[config.mk]
export PLATFORM = sky130hd
export DESIGN_NAME = umc_divmod
export DESIGN_NICKNAME = d
export VERILOG_FILES = /design/src/hw/rtl/umc_pkg.sv /design/src/hw/rtl/umc_divmod.sv
export SDC_FILE = /design/constraint.sdc
export NUM_CORES = 1
export LEC_CHECK = 0
export BUFFER_PORTS_ARGS = -buffer_cell sky130_fd_sc_hd__buf_2
export CORE_ASPECT_RATIO = 1.1
export CORE_MARGIN = 1.5
export CORE_UTILIZATION = 50
export CTS_BUF_LIST = sky130_fd_sc_hd__clkbuf_8
export CTS_CLUSTER_SIZE = 12
export DETAILED_ROUTE_END_ITERATION = 16
export PLACE_DENSITY = 0.79
export SLEW_MARGIN = 5
export SYNTH_ARGS = -nofsm -noshare
export SYNTH_HDL_FRONTEND = slang
export SYNTH_SLANG_ARGS = --single-unit
[constraint.sdc]
create_clock -name clk -period 2 [get_ports clk]
set_input_delay 0.2 -clock clk [delete_from_list [all_inputs] [get_ports clk]]
set_output_delay 0.2 -clock clk [all_outputs]
set_load 0.005 [all_outputs]
[src/hw/rtl/umc_pkg.sv]
// Shared types, constants and helpers for the union-find maze carver.
package umc_pkg;

  localparam int unsigned MAX_ROOMS_DFLT = 1024;
  localparam int unsigned ROOM_W         = 10;
  localparam int unsigned DIM_W          = 6;
  localparam int unsigned SIZE_W         = ROOM_W + 1;
  localparam int unsigned PROD_W         = 2 * DIM_W;
  localparam int unsigned WALL_W         = 4;
  localparam int unsigned DIM_MAX        = 32;
  localparam int unsigned DIM_RESET      = 8;

  localparam logic [WALL_W-1:0] WALLS_ALL = 4'hF;

  localparam logic CFG_WIDE   = 1'b0;
  localparam logic CFG_HIGH   = 1'b1;
  localparam logic KIND_TRY   = 1'b0;
  localparam logic KIND_READ  = 1'b1;

  typedef enum logic [1:0] {
    OUT_REMOVED   = 2'd0,
    OUT_CONNECTED = 2'd1,
    OUT_NO_NBR    = 2'd2,
    OUT_NONE      = 2'd3
  } outcome_t;

  typedef enum logic [1:0] {
    DIR_NORTH = 2'd0,
    DIR_EAST  = 2'd1,
    DIR_SOUTH = 2'd2,
    DIR_WEST  = 2'd3
  } dir_t;

  typedef struct packed {
    logic par_re;
    logic par_we;
    logic wall_re;
    logic wall_we;
  } store_ctl_t;

  function automatic logic [DIM_W-1:0] clamp_dim(input logic [DIM_W-1:0] v);
    logic [DIM_W-1:0] r;
    r = v;
    if (v == '0) begin
      r = DIM_W'(1);
    end else if (v > DIM_W'(DIM_MAX)) begin
      r = DIM_W'(DIM_MAX);
    end
    return r;
  endfunction

endpackage

[src/hw/rtl/umc_divmod.sv]
// Bit-serial restoring remainder unit: room index modulo row width.
module umc_divmod (
  input  logic                        clk,
  input  logic                        rst_n,
  input  logic                        start,
  input  logic [umc_pkg::ROOM_W-1:0]  dividend,
  input  logic [umc_pkg::DIM_W-1:0]   divisor,
  output logic                        done,
  output logic [umc_pkg::DIM_W-1:0]   remainder
);
  import umc_pkg::*;

  localparam int unsigned CNT_W = $clog2(ROOM_W + 1);

  logic             busy_r, busy_nxt;
  logic [CNT_W-1:0] cnt_r, cnt_nxt;
  logic [ROOM_W-1:0] num_r, num_nxt;
  logic [DIM_W-1:0] den_r, den_nxt;
  logic [DIM_W-1:0] rem_r, rem_nxt;
  logic [DIM_W:0]   trial;

  always_comb begin
    busy_nxt = busy_r;
    cnt_nxt  = cnt_r;
    num_nxt  = num_r;
    den_nxt  = den_r;
    rem_nxt  = rem_r;
    trial    = {rem_r, num_r[ROOM_W-1]};
    if (start) begin
      busy_nxt = 1'b1;
      cnt_nxt  = CNT_W'(ROOM_W);
      num_nxt  = dividend;
      den_nxt  = divisor;
      rem_nxt  = '0;
    end else if (busy_r) begin
      if (cnt_r == '0) begin
        busy_nxt = 1'b0;
      end else begin
        if (trial >= {1'b0, den_r}) begin
          rem_nxt = DIM_W'(trial - {1'b0, den_r});
        end else begin
          rem_nxt = DIM_W'(trial);
        end
        num_nxt = {num_r[ROOM_W-2:0], 1'b0};
        cnt_nxt = cnt_r - CNT_W'(1);
      end
    end
  end

  always_ff @(posedge clk) begin
    if (!rst_n) begin
      busy_r <= 1'b0;
      cnt_r  <= '0;
    end else begin
      busy_r <= busy_nxt;
      cnt_r  <= cnt_nxt;
    end
  end

  always_ff @(posedge clk) begin
    num_r <= num_nxt;
    den_r <= den_nxt;
    rem_r <= rem_nxt;
  end

  assign done      = busy_r && (cnt_r == '0);
  assign remainder = rem_r;

endmodule

## Word level (Yosys, flattened, before mapping)

Index checks and enable logic that the tools add are counted.

| operators by class | value |
|---|---|
| add/sub/neg operators | 2 |
| order comparisons | 1 |
| reductions and logical operators | 6 |
| eq/ne operators | 1 |
| muxes and demuxes | 10 |
| bitwise operators | 2 |

Operator list:

| operator | number |
|---|---|
| 10-bit two-way mux | 3 |
| 4-bit two-way mux | 3 |
| 7-bit by 6-bit >= comparator with 1-bit output | 1 |
| 6-bit two-way mux | 1 |
| 6-bit subtractor | 1 |
| 4-bit logical NOT | 1 |
| 2-bit AND reduction | 2 |
| 4-bit by 1-bit subtractor with 4-bit output, second input constant | 1 |
| 1-bit two-way mux | 3 |
| 2-bit inequality test, second input constant | 1 |
| 1-bit NOT | 2 |
| 2-bit nonzero test | 1 |
| 2-bit OR reduction | 1 |
| 1-bit logical AND | 1 |

| storage, ports and cells | value |
|---|---|
| register bits after elaboration | 27 |
| word-level logic and storage cells | 28 |
| input port bits | 19 |
| output and inout bits | 7 |

## Depth between registers and ports, before layout

| depth | value |
|---|---|
| depth in word-level cells | 4 |
| mapped depth | 8 |
| depth with buffers taken out | 8 |

## Worst setup path after synthesis

Ideal clock, no wire load.

| timing | value |
|---|---|
| path kind | flip-flop to flip-flop |
| start point | register den_r[0] |
| end point | register rem_r[4], in the netlist remainder[4] |
| required time | 1.912 ns |
| stages on the path, launching flop included | 8 |
| library setup time | 0.088 ns |
| arrival | 1.727 ns |
| path buffers | 0 |
| slack | 0.185 ns |
| clock period less this slack | 1.815 ns |
| path through | edfxtp_1 ha_1 fa_1 nand2b_1 a21oi_1 xor2_1 nand3_1 a311oi_2 |

| between the ends | value |
|---|---|
| word-level cells in the longest chain between the ends | 2 |
| elaborated cells between the ends (all ways) | 3 |
| classes of those cells | add/sub (1); order compare (1); mux (1) |

Ends and longest elaborated chain:

| what | line | source |
|---|---|---|
| start: declaration | umc_divmod.sv:18 | `logic [DIM_W-1:0] den_r, den_nxt;` |
| start signal: assignment | umc_divmod.sv:62 | `den_r <= den_nxt;` |
| 6-bit subtractor / 7-bit by 6-bit >= comparator with 1-bit output (equally long branches) | umc_divmod.sv:40, umc_divmod.sv:39 |  |
| 6-bit two-way mux * | umc_divmod.sv:39 | `if (trial >= {1'b0, den_r}) begin` |
| end signal: assignment | umc_divmod.sv:63 | `rem_r <= rem_nxt;` |
| end: declaration | umc_divmod.sv:19 | `logic [DIM_W-1:0] rem_r, rem_nxt;` |

Every way passes the cells marked *; elsewhere a longest branch is shown, timed or not.
A chain may end at the register's enable or synchronous reset.

## Worst setup path in the final report

| timing | value |
|---|---|
| start point | register num_r[9] |
| end point | register rem_r[4], in the netlist remainder[4] |

| between the ends | value |
|---|---|
| word-level cells in the longest chain between the ends | 2 |
| elaborated cells between the ends (all ways) | 3 |
| classes of those cells | add/sub (1); order compare (1); mux (1) |

Ends and longest elaborated chain:

| what | line | source |
|---|---|---|
| start: declaration | umc_divmod.sv:17 | `logic [ROOM_W-1:0] num_r, num_nxt;` |
| start signal: assignment | umc_divmod.sv:61 | `num_r <= num_nxt;` |
| 6-bit subtractor / 7-bit by 6-bit >= comparator with 1-bit output (equally long branches) | umc_divmod.sv:40, umc_divmod.sv:39 |  |
| 6-bit two-way mux * | umc_divmod.sv:39 |  |

Marked as above.

==> impl_metrics.csv <==
group,metric,value,unit
run_status,status,"complete, no violations",
finish,layout_common_cells,"25 x buf_2, 16 x edfxtp_1, 12 x inv_1, 11 x dfxtp_1",
setup_path,crit_buf_inv,1,
synthesis,syn_avg_cell_area,11.4,sq um
setup_path,ff2ff_path_depth,8,
clock_network,cts_max_path_buffers,2,
grt,grt_pass1_wl,4750,um
die,core,2800,sq um
clock_network,clock-sinks,27,
power_and_ir_drop,cellLeakagePower,0.000726,uW
place,placed_area,1640,sq um
finish,num_antenna_cells,0,
die,chipWidth,54.9,um
synthesis,synth_edf_count,16,
setup_path,critPathTopFamily,"adder cells",
clock_network,cts_resized,0,
detailed_routing,drc,0,
sta,period_needed,1900,ps
sta,slew_headroom,67.8,%
setup_path,worstSetupPathType,"flip-flop to flip-flop",
clock_network,cts_setup_buffers,0,
power_and_ir_drop,seqPwrFrac,52.4,%
place,preCtsSetupSlack,79.9,ps
clock_network,cts-htree-levels,1,
die,die_area,3300,sq um
setup_path,path_cells,"inv_1, ha_1, fa_2, nand2b_1, a21oi_2, xor2_1, nand3_1, a311oi_2",
power_and_ir_drop,swShare,28.4,%
sta,fin_crit_sh,95.0,%
place,dp_hpwl,1970,um
clock_network,clock_latency,270,ps
die,io_pins,26,
finish,stdcell_area,1700,sq um
power_and_ir_drop,p_per_area,754,nW/um^2
place,portBuffers,25,
run,maxCapViolCount,0,
finish,final_common_cell,"buf_2",
place,gp_congestion,0.886,
sta,tns,0,ps
sta,rsz0062_at_grt,"no",
synthesis,ys_seq_area_share,47.3,%
power_and_ir_drop,comb_power_share,23.9,%
grt,overflow,0,
sta,setup_slack,101,ps
detailed_routing,first_pass_iters,4,
synthesis,synth_fp_nets,159,
setup_path,reg2reg_to,"remainder[4]",
detailed_routing,wl,2730,um
die,dieHeight,60.1,um
worst_hold_path,min_from,"divisor[0]",
sta,finClkSkew,2.44,ps
synthesis,yosysUniqueCellTypes,37,
grt,grt_max_degree,22,
setup_path,r2r_slack,100,ps
detailed_routing,viasPerCell,5.61,
synthesis,ys_warn_count,0,
finish,layout.nets,188,
grt,track_usage,20.5,%
synthesis,synthCells,130,
clock_network,cts_root_buf,"clkbuf_8",
setup_path,cp_max_fo,3,
sta,drv_slew,0,
sta,fmax,0.527,GHz
power_and_ir_drop,clock_power_share,23.7,%
setup_path,cp_slowest_stage_delay,340,ps
clock_network,cts_tree,"built",
worst_hold_path,min_delay_worst_endpoint,"den_r[0]",
grt,antenna_found_initial,0,
setup_path,cp_num_cells,8,
detailed_routing,wl_per_cell,14.3,um
worst_hold_path,whs_path_depth,1,
setup_path,cp-end-kind,"flip-flop",
grt,first_global_vias,1090,
setup_path,r2r_start,"num_r[9]",
power_and_ir_drop,p_int,916,uW
power_and_ir_drop,power_switching,364,uW
setup_path,start_kind,"flip-flop",
clock_network,ctsHoldBuffers,0,
synthesis,netlist_area,1480,sq um
die,start_util,52.9,%
finish,drive_gt1_share,32.3,%
sta,hold_viol_final,0,
synthesis,ys_seq_elements,27,
sta,whs,96.0,ps
finish,syn2layout_area_growth,14.6,%
detailed_routing,dr.first_iter.drc_count,10,
sta,worst_pin_slew,483,ps
die,num_rows,20,
synthesis,synth_ff_type,"edfxtp_1",
clock_network,clkSlewWorstSetupHoldPaths,90,ps
detailed_routing,postRouteAntennaNets,0,
synthesis,synth-async-reset-ratio,0,%
setup_path,critPathSlowestCell,"edfxtp_1",
clock_network,cts_buffers,3,
worst_hold_path,hp-class,"input port to flip-flop",
setup_path,required,2190,ps
power_and_ir_drop,ir_drop,0.000490,V
detailed_routing,vias,1071,
setup_path,arrival,2090,ps
sta,setup_violations,0,
## layout make-up
type	instances	area, sq um
clock inverters	1	3.75
multi-input cells	88	722
well taps	33	41.3
flip-flops and latches	27	701
repair buffers	28	148
inverters	11	41.3
fillers	255	1100
clock buffers	3	41.3
## cell usage after synthesis, types with 2 or more instances
cell type  instances  area (sq um)
a21oi_1            6          30.0
and2_1             2          12.5
o21a_1             2          15.0
a21o_1             2          15.0
mux2_2             9           101
a311oi_2           3          45.0
xor2_1             4          35.0
nor3_1             4          20.0
nand2b_1           6          37.5
edfxtp_1          16           480
nor2_1             9          33.8
ha_1               9           113
nand3_1            6          30.0
inv_1             11          41.3
o21ai_0            3          15.0
dfxtp_1           11           220
nand2_1            3          11.3
a21bo_1            4          40.0
nor4_1             2          12.5
## kinds of logic after synthesis
kind of cell,Yosys count,synth area share (%)
AND/OR/NAND/NOR,38,13.7
flip-flops,27,47.3
AO/OA/AOI/OAI,26,15.6
buffers and inverters,15,4.64
adder cells (fa/ha/maj),10,8.95
multiplexers,9,6.84
XOR/XNOR,5,2.96
## registers in the layout (all words and copies together) (netlist names)
register / cells
busy_r: 1
cnt_r: 4
den_r: 6
num_r: 10
remainder: 6
## worst reg2reg max path: cells and delay by family (launching register included)
kind | cells | cell delay [ps]
AO/OA/AOI/OAI | 2 | 410
buffers and inverters | 1 | 70
adder cells (fa/ha/maj) | 2 | 560
AND/OR/NAND/NOR | 2 | 290
flip-flops | 1 | 340
XOR/XNOR | 1 | 150
## worst max-delay path by stage
| stage | from | endpoint |
|---|---|---|
| 2_1_floorplan | den_r[0] | remainder[4] |
| 3_3_place_gp | den_r[0] | remainder[4] |
| 3_5_place_dp | den_r[0] | remainder[4] |
| 4_1_cts | num_r[9] | remainder[4] |
| 5_1_grt | num_r[9] | remainder[4] |
| 6_report | num_r[9] | remainder[4] |
## power groups by stage
stage	registers, uW	logic, uW	clock network, uW
4_1_cts	671	303	312
3_3_place_gp	681	285	0
3_5_place_dp	682	299	0
2_1_floorplan	678	226	0
5_1_grt	677	347	338
6_report	670	306	303
## metrics by stage
| step | total power, uW | util, % | cells |
|---|---|---|---|
| floorplan | 904 | - | 130 |
| global route | 1360 | 60.6 | 191 |
| detailed placement | 981 | 58.6 | 187 |
| CTS | 1290 | 60.2 | 191 |
| finish | 1280 | 60.6 | 191 |
| global placement | 966 | 58.6 | 187 |
## layer usage
metal / vias to the layer above / GRT usage (%) / routed length [um]
met2: 22 / 34.2 / 1420
met5: - / 0 / 0
li1: 529 / - / -
met1: 513 / 25.1 / 1160
met3: 7 / 4.25 / 82
met4: 0 / 9.06 / 59
(Power assumes the default switching activity.)
